===== config.mk =====
export PLATFORM = sky130hd
export DESIGN_NAME = descending_sequence_release_top_flat
export DESIGN_NICKNAME = d
export VERILOG_FILES = /design/src/hdl/dsr_pkg.sv /design/src/hdl/dsr_if.sv /design/src/hdl/dsr_ram.sv /design/src/hdl/descending_sequence_release_top.sv /design/src/flat_wrapper.sv
export SDC_FILE = /design/constraint.sdc
export NUM_CORES = 2
export LEC_CHECK = 0
export BUFFER_PORTS_ARGS = -buffer_cell sky130_fd_sc_hd__buf_2
export CORE_ASPECT_RATIO = 0.7
export CORE_MARGIN = 1.5
export CORE_UTILIZATION = 30
export DETAILED_ROUTE_END_ITERATION = 12
export SYNTH_ARGS = -nofsm -noshare
export SYNTH_HDL_FRONTEND = slang
export SYNTH_SLANG_ARGS = --single-unit

===== constraint.sdc =====
create_clock -name clock -period 8.27 [get_ports clock]
set_input_delay 1.2405 -clock clock [delete_from_list [all_inputs] [get_ports clock]]
set_output_delay 1.2405 -clock clock [all_outputs]
set_load 0.05 [all_outputs]

===== src/hdl/dsr_pkg.sv =====
// Package of the descending sequence release block: sizes and sequencer states.
// Depends on nothing; used by the interfaces, the store RAM user and the top level.
package dsr_pkg;

   localparam int STORE_DEPTH = 64;
   localparam int ADDR_W      = $clog2(STORE_DEPTH);
   localparam int CNT_W       = $clog2(STORE_DEPTH + 1);
   localparam int VALUE_W     = 20;
   localparam int EXP_W       = VALUE_W + 1;

   typedef enum logic [5:0] {
      ST_IDLE  = 6'b000001,
      ST_SHIFT = 6'b000010,
      ST_PLACE = 6'b000100,
      ST_FETCH = 6'b001000,
      ST_CHECK = 6'b010000,
      ST_SPARE = 6'b100000
   } state_type;

endpackage


===== src/hdl/dsr_if.sv =====
// Request and response channel interfaces of the descending sequence release block.
// Depends on dsr_pkg for the field widths.
interface dsr_req_if;
   logic                        valid;
   logic                        ready;
   logic [dsr_pkg::VALUE_W-1:0] value;

   modport source (output valid, output value, input ready);
   modport sink (input valid, input value, output ready);
endinterface

interface dsr_rsp_if;
   logic                        valid;
   logic                        ready;
   logic [dsr_pkg::VALUE_W-1:0] released_value;
   logic                        has_value;
   logic                        last;
   logic                        dropped_full;

   modport source (output valid, output released_value, output has_value,
                   output last, output dropped_full, input ready);
   modport sink (input valid, input released_value, input has_value,
                 input last, input dropped_full, output ready);
endinterface


===== src/hdl/dsr_ram.sv =====
// Generic simple dual-port RAM with one write port and one registered read port.
// Depends on nothing.
module dsr_ram #(
   parameter int WIDTH = 8,
   parameter int DEPTH = 16
) (
   input  logic                     clock,
   input  logic                     wr_en,
   input  logic [$clog2(DEPTH)-1:0] wr_addr,
   input  logic [WIDTH-1:0]         wr_data,
   input  logic [$clog2(DEPTH)-1:0] rd_addr,
   output logic [WIDTH-1:0]         rd_data
);

   logic [WIDTH-1:0] mem_ff [DEPTH];
   logic [WIDTH-1:0] rd_data_ff;

   always_ff @(posedge clock) begin
      if (wr_en) begin
         mem_ff[wr_addr] <= wr_data;
      end
      rd_data_ff <= mem_ff[rd_addr];
   end

   assign rd_data = rd_data_ff;

endmodule


===== src/hdl/descending_sequence_release_top.sv =====
// Descending sequence release: keeps up to STORE_DEPTH values sorted in one store RAM and
// releases the largest one while it equals the expected value, which a csr write loads and
// each release counts down. A request is accepted in ST_IDLE; the sorted insert moves up
// each stored entry not below the value in ST_SHIFT (at most STORE_DEPTH - 1) and writes
// the value there, or in ST_PLACE once all have moved; each release passes ST_FETCH and
// ST_CHECK; the request ends from ST_FETCH when the store has run empty, else from ST_CHECK;
// a waiting response holds the sequencer. The single store RAM port pair sets these steps.
// Depends on dsr_pkg, dsr_if and dsr_ram.
module descending_sequence_release_top (
   input  logic                        clock,
   input  logic                        reset,
   dsr_req_if.sink                     req_bus,
   dsr_rsp_if.source                   rsp_bus,
   input  logic                        csr_we,
   input  logic [dsr_pkg::VALUE_W-1:0] csr_wdata
);

   dsr_pkg::state_type                state_ff, state_in;
   logic [dsr_pkg::CNT_W-1:0]         count_ff, count_in;
   logic signed [dsr_pkg::EXP_W-1:0]  exp_ff, exp_in;
   logic [dsr_pkg::ADDR_W-1:0]        idx_ff, idx_in;
   logic [dsr_pkg::VALUE_W-1:0]       val_ff, val_in;
   logic                              drop_ff, drop_in;
   logic                              pend_ff, pend_in;
   logic [dsr_pkg::VALUE_W-1:0]       pend_val_ff, pend_val_in;

   logic                              rsp_valid_ff, rsp_valid_in;
   logic [dsr_pkg::VALUE_W-1:0]       rsp_value_ff, rsp_value_in;
   logic                              rsp_has_ff, rsp_has_in;
   logic                              rsp_last_ff, rsp_last_in;
   logic                              rsp_drop_ff, rsp_drop_in;

   logic                              wr_en;
   logic [dsr_pkg::ADDR_W-1:0]        wr_addr;
   logic [dsr_pkg::VALUE_W-1:0]       wr_data;
   logic [dsr_pkg::ADDR_W-1:0]        rd_addr;
   logic [dsr_pkg::VALUE_W-1:0]       rd_data;

   logic [dsr_pkg::CNT_W-1:0]         count_dec;
   logic [dsr_pkg::ADDR_W-1:0]        top_addr;
   logic                              out_free;
   logic                              load;
   logic                              eligible;
   logic                              top_match;

   dsr_ram #(
      .WIDTH (dsr_pkg::VALUE_W),
      .DEPTH (dsr_pkg::STORE_DEPTH)
   ) u_store (
      .clock   (clock),
      .wr_en   (wr_en),
      .wr_addr (wr_addr),
      .wr_data (wr_data),
      .rd_addr (rd_addr),
      .rd_data (rd_data)
   );

   assign count_dec = count_ff - dsr_pkg::CNT_W'(1);
   assign top_addr  = count_dec[dsr_pkg::ADDR_W-1:0];
   assign out_free  = !rsp_valid_ff || rsp_bus.ready;
   assign eligible  = $signed({1'b0, req_bus.value}) <= exp_ff;
   assign top_match = $signed({1'b0, rd_data}) == exp_ff;

   assign req_bus.ready = (state_ff == dsr_pkg::ST_IDLE);

   always_comb begin
      state_in     = state_ff;
      count_in     = count_ff;
      exp_in       = exp_ff;
      idx_in       = idx_ff;
      val_in       = val_ff;
      drop_in      = drop_ff;
      pend_in      = pend_ff;
      pend_val_in  = pend_val_ff;
      wr_en        = 1'b0;
      wr_addr      = '0;
      wr_data      = val_ff;
      rd_addr      = top_addr;
      load         = 1'b0;
      rsp_value_in = rsp_value_ff;
      rsp_has_in   = rsp_has_ff;
      rsp_last_in  = rsp_last_ff;
      rsp_drop_in  = rsp_drop_ff;

      case (state_ff)
         dsr_pkg::ST_IDLE: begin
            if (req_bus.valid) begin
               val_in  = req_bus.value;
               drop_in = 1'b0;
               pend_in = 1'b0;
               state_in = dsr_pkg::ST_FETCH;
               if (eligible) begin
                  if (count_ff == dsr_pkg::CNT_W'(dsr_pkg::STORE_DEPTH)) begin
                     drop_in = 1'b1;
                  end else if (count_ff == '0) begin
                     wr_en    = 1'b1;
                     wr_addr  = '0;
                     wr_data  = req_bus.value;
                     count_in = dsr_pkg::CNT_W'(1);
                  end else begin
                     rd_addr  = top_addr;
                     idx_in   = top_addr;
                     state_in = dsr_pkg::ST_SHIFT;
                  end
               end
            end
         end
         dsr_pkg::ST_SHIFT: begin
            wr_en   = 1'b1;
            wr_addr = idx_ff + dsr_pkg::ADDR_W'(1);
            if (rd_data >= val_ff) begin
               wr_data = rd_data;
               if (idx_ff == '0) begin
                  state_in = dsr_pkg::ST_PLACE;
               end else begin
                  idx_in  = idx_ff - dsr_pkg::ADDR_W'(1);
                  rd_addr = idx_ff - dsr_pkg::ADDR_W'(1);
               end
            end else begin
               wr_data  = val_ff;
               count_in = count_ff + dsr_pkg::CNT_W'(1);
               state_in = dsr_pkg::ST_FETCH;
            end
         end
         dsr_pkg::ST_PLACE: begin
            wr_en    = 1'b1;
            wr_addr  = '0;
            wr_data  = val_ff;
            count_in = count_ff + dsr_pkg::CNT_W'(1);
            state_in = dsr_pkg::ST_FETCH;
         end
         dsr_pkg::ST_FETCH: begin
            if (count_ff == '0) begin
               if (out_free) begin
                  load         = 1'b1;
                  rsp_value_in = pend_ff ? pend_val_ff : '0;
                  rsp_has_in   = pend_ff;
                  rsp_last_in  = 1'b1;
                  rsp_drop_in  = drop_ff;
                  state_in     = dsr_pkg::ST_IDLE;
               end
            end else begin
               state_in = dsr_pkg::ST_CHECK;
            end
         end
         dsr_pkg::ST_CHECK: begin
            if (out_free) begin
               if (top_match) begin
                  load         = pend_ff;
                  rsp_value_in = pend_val_ff;
                  rsp_has_in   = 1'b1;
                  rsp_last_in  = 1'b0;
                  rsp_drop_in  = drop_ff;
                  pend_in      = 1'b1;
                  pend_val_in  = rd_data;
                  count_in     = count_dec;
                  exp_in       = exp_ff - dsr_pkg::EXP_W'(1);
                  state_in     = dsr_pkg::ST_FETCH;
               end else begin
                  load         = 1'b1;
                  rsp_value_in = pend_ff ? pend_val_ff : '0;
                  rsp_has_in   = pend_ff;
                  rsp_last_in  = 1'b1;
                  rsp_drop_in  = drop_ff;
                  state_in     = dsr_pkg::ST_IDLE;
               end
            end
         end
         default: begin
            state_in = dsr_pkg::ST_IDLE;
         end
      endcase

      if (csr_we) begin
         exp_in = $signed({1'b0, csr_wdata});
      end

      rsp_valid_in = load || (rsp_valid_ff && !rsp_bus.ready);
   end

   always_ff @(posedge clock) begin
      if (reset) begin
         state_ff     <= dsr_pkg::ST_IDLE;
         count_ff     <= '0;
         exp_ff       <= '0;
         pend_ff      <= 1'b0;
         rsp_valid_ff <= 1'b0;
      end else begin
         state_ff     <= state_in;
         count_ff     <= count_in;
         exp_ff       <= exp_in;
         pend_ff      <= pend_in;
         rsp_valid_ff <= rsp_valid_in;
      end
   end

   always_ff @(posedge clock) begin
      idx_ff      <= idx_in;
      val_ff      <= val_in;
      drop_ff     <= drop_in;
      pend_val_ff <= pend_val_in;
      if (load) begin
         rsp_value_ff <= rsp_value_in;
         rsp_has_ff   <= rsp_has_in;
         rsp_last_ff  <= rsp_last_in;
         rsp_drop_ff  <= rsp_drop_in;
      end
   end

   assign rsp_bus.valid          = rsp_valid_ff;
   assign rsp_bus.released_value = rsp_value_ff;
   assign rsp_bus.has_value      = rsp_has_ff;
   assign rsp_bus.last           = rsp_last_ff;
   assign rsp_bus.dropped_full   = rsp_drop_ff;

endmodule


===== src/flat_wrapper.sv =====
// flat-port wrapper written by rule: the top's interface ports become plain ports
module descending_sequence_release_top_flat 
  (clock, reset, csr_we, csr_wdata, req_bus_valid, req_bus_value, req_bus_ready, rsp_bus_valid, rsp_bus_released_value, rsp_bus_has_value, rsp_bus_last, rsp_bus_dropped_full, rsp_bus_ready);
  dsr_req_if req_bus_i ();
  dsr_rsp_if rsp_bus_i ();
  input  logic clock;
  input  logic reset;
  input  logic csr_we;
  input  logic [dsr_pkg::VALUE_W-1:0] csr_wdata;
  input wire logic [$bits(req_bus_i.valid)-1:0] req_bus_valid;
  input wire logic [$bits(req_bus_i.value)-1:0] req_bus_value;
  output wire logic [$bits(req_bus_i.ready)-1:0] req_bus_ready;
  output wire logic [$bits(rsp_bus_i.valid)-1:0] rsp_bus_valid;
  output wire logic [$bits(rsp_bus_i.released_value)-1:0] rsp_bus_released_value;
  output wire logic [$bits(rsp_bus_i.has_value)-1:0] rsp_bus_has_value;
  output wire logic [$bits(rsp_bus_i.last)-1:0] rsp_bus_last;
  output wire logic [$bits(rsp_bus_i.dropped_full)-1:0] rsp_bus_dropped_full;
  input wire logic [$bits(rsp_bus_i.ready)-1:0] rsp_bus_ready;
  assign req_bus_i.valid = req_bus_valid;
  assign req_bus_i.value = req_bus_value;
  assign req_bus_ready = req_bus_i.ready;
  assign rsp_bus_valid = rsp_bus_i.valid;
  assign rsp_bus_released_value = rsp_bus_i.released_value;
  assign rsp_bus_has_value = rsp_bus_i.has_value;
  assign rsp_bus_last = rsp_bus_i.last;
  assign rsp_bus_dropped_full = rsp_bus_i.dropped_full;
  assign rsp_bus_i.ready = rsp_bus_ready;
  descending_sequence_release_top u_core (.clock(clock), .reset(reset), .req_bus(req_bus_i), .rsp_bus(rsp_bus_i), .csr_we(csr_we), .csr_wdata(csr_wdata));
endmodule

==> flow_summary.ini <==
[power_and_ir_drop]
ir_drop_v = 0.000392
power_frac_comb_pct = 38.2
clkPwrFrac_pct = 24.0
swShare_pct = 38.1
p_seq_share_pct = 37.8
intPower_mw = 14.7
power_density_mw_per_mm2 = 364
p_switching_mw = 9.06
total_leakage_power_nw = 20.8

[logic_synthesis]
synth_area_leaders = edfxtp_1 71%, mux2i_1 6.9%, a211oi_1 3.3%
syn_avg_cell_area_sq_um = 16.0
synthFlopType = edfxtp_1
ys_warn_count = 0
synth_area_sq_mm = 0.0571
yosysTopAreaCell = edfxtp_1
ys_types = 80
ys_ff_latch = 1405
synthTopCellsByCount = 1350 x edfxtp_1, 392 x mux2i_1, 250 x a211oi_1
ys_seq_area_share_pct = 72.9
synthesis.nets = 3660
synth_cells = 3568
synthArstFlopShare_pct = 0
yosysTopAreaCellShare_pct = 70.9
synth_edf_count = 1350
synth_most_common_cell = edfxtp_1

[setup_path]
crit_arrival_ns = 6.61
r2r-end = u_core.u_store.rd_data[12]
ff2ff_path_depth = 14
worstPathRequired_ns = 8.65
r2r-start = u_core.u_store.rd_data[2]
reg2reg_slack_ns = 2.04
worstPathMaxFanout = 158
startpoint_type = flip-flop
critical_path.endpoint_type = flip-flop
path_class = flip-flop to flip-flop

[clock_network]
cts_setup_buffers = 0
postCtsHoldBufs = 0
clock_latency_ns = 0.76
cts.clk_slew.worst_paths_ns = 0.07
cts_buffers = 120
cts_sinks = 1405
ctsResizeCount = 0
clockBufferDepth = 3
htree_levels = 3
cts_tree = yes
cts_root_buf = clkbuf_16

[drt]
drt-initial-drc-count = 4600
finalWirelength_mm = 164
wl_per_cell_microns = 26.1
vias = 33600
viasPerCell = 5.34
remaining_drc_errors = 0
antenna_left = 0
drt_first_pass_iters = 5

[floorplanning]
die_h_microns = 368
dieArea_sq_mm = 0.193
start_util_pct = 30.3
ioPinCount = 70
die_w_microns = 525
fp.coreArea_sq_mm = 0.189
num_rows = 133

[grt]
antenna_found_initial = 10
grtUsageTotal_pct = 16.5
overflow = 0
use_met1_pct = 25.9
grt_pass1_wl_mm = 235
gr-usage-met2_pct = 22.5
grt_util_met3_pct = 4.34
grt_max_degree = 164
top_usage_layer = met1
grt_pass1_vias = 31400

[timing]
fin_crit_sh_pct = 75.3
finalSetupTns_ns = 0
setup_viol = 0
rsz0062_at_grt = no
max_freq_mhz = 161
period_minus_slack_ns = 6.23
skew_ns = 0.0391
final-hold-violation-count = 0
relSlewSlack_pct = 3.68
drv_slew = 0
tightestPinTransition_ns = 1.41

[hold_path]
min_path_cells = 0
min_path_type = flip-flop to flip-flop
min_from = u_core.drop_ff
min_to = u_core.rsp_bus.dropped_full

[finish]
syn2layout_area_growth_pct = 14.3
drive_gt1_share_pct = 14.8
num-fill-cells = 17800
nets = 3777
fin_area_sq_mm = 0.0653

[outcome]
status = finished clean

[run]
max-cap-violations = 0

[place]
placed_area_sq_mm = 0.0614
io_buffer_count = 69
place.gp.congestion = 0.884
hpwlAfterDp_mm = 95.8
[stage by stage]
step / total power [mW] / std cells / hold slack [ns] / utilization, % / worst slack, ns
final: 23.8 / 6289 / 0.462 / 34.7 / 2.04
after global routing: 24.5 / 6286 / 0.485 / 34.6 / 1.96
after detailed placement: 18.1 / 6058 / 0.425 / 32.6 / 2.12
after CTS: 23.7 / 6283 / 0.472 / 34.6 / 2.13
after global placement: 17.9 / 6049 / 0.452 / 32.5 / 1.32
after floorplan: 14.3 / 3568 / 0.400 / - / 2.01
[state kept, by name, summed over array words and instances (netlist names)]
register and count:
u_core.count_ff 7, u_core.pend_val_ff 20, u_core.rsp_bus.released_value 20, u_core.u_store.rd_data 20, u_core.rsp_bus.dropped_full 1, u_core.idx_ff 6
u_core.state_ff 5, u_core.rsp_bus.valid 1, u_core.drop_ff 1, u_core.rsp_bus.has_value 1, u_core.u_store.mem_ff 1280, u_core.pend_ff 1
u_core.val_ff 20, u_core.rsp_bus.last 1, u_core.exp_ff 21
[metal layers]
metal  vias up  wire length [microns]
li1      14600                      -
met1     17300                  77000
met2      1526                  66700
met3       204                  17400
met4         4                   2940
met5         -                     27
[kinds of logic after synthesis]
| kind of cell | share of synthesized area [%] |
|---|---|
| mux | 7.31 |
| flops | 72.9 |
| xor+xnor | 0.843 |
| buf+inv | 2.52 |
| compound gates | 8.92 |
| simple gates | 6.52 |
| fa+ha+maj | 1.03 |
[cells in the final DEF (no fill, tap or decap), types with 30 or more instances in the layout]
cell type and instances:
a2111o_1 39, a211oi_1 250, a21oi_1 37, a22oi_1 39, and3_1 237, buf_2 71
buf_4 147, clkbuf_16 122, dfxtp_1 55, edfxtp_1 1350, ha_1 47, inv_1 52
mux2i_1 392, nand2_1 50, nand3_1 42, nand4_1 35, nor2_1 93, nor2_2 58
nor2b_1 30, o22ai_1 154, xnor2_1 42
[power by group through the flow]
| stage | Sequential (mW) | Clock [mW] | Combinational, mW |
|---|---|---|---|
| floorplan | 9.14 | 0 | 5.12 |
| global placement | 9.12 | 0 | 8.77 |
| detailed placement | 9.13 | 0 | 8.94 |
| CTS | 8.97 | 5.75 | 8.96 |
| global route | 8.99 | 6.03 | 9.50 |
| finish | 8.99 | 5.69 | 9.08 |
[worst max path at each step]
stage | start | end | depth (start not counted)
global route | u_core.u_store.rd_data[2] | u_core.u_store.rd_data[12] | 14
CTS | u_core.u_store.rd_data[2] | u_core.u_store.rd_data[15] | 13
finish | u_core.u_store.rd_data[2] | u_core.u_store.rd_data[12] | 14
detailed placement | u_core.u_store.rd_data[2] | u_core.u_store.rd_data[15] | 13
global placement | u_core.u_store.rd_data[2] | u_core.u_store.rd_data[9] | 13
floorplan | req_bus_value[14] | u_core.u_store.mem_ff[0][10] | 11
[critical path: stages (launching register included)]
cell,delay [ns]
dfxtp_1,0.73
ha_1,0.37
a211o_1,0.27
a31oi_2,0.17
o21ai_2,0.13
a21o_2,0.27
o21ai_4,0.15
buf_12,0.45
nand2_8,0.59
buf_12,0.54
mux2i_1,0.29
o22ai_1,0.17
nor4_1,0.56
buf_4,0.25
nand4_1,0.57
[layout make-up]
cell class	count	area, sq um	area share (%)
flip-flops and latches	1405	41600	63.7
multi-input cells	1877	14800	22.7
diodes	4	10.0	0.0153
repair buffers	229	1640	2.51
well taps	2497	3120	4.78
inverters	52	195	0.299
clock buffers	162	3330	5.10
clock inverters	63	569	0.871
(Power assumes the default switching activity.)
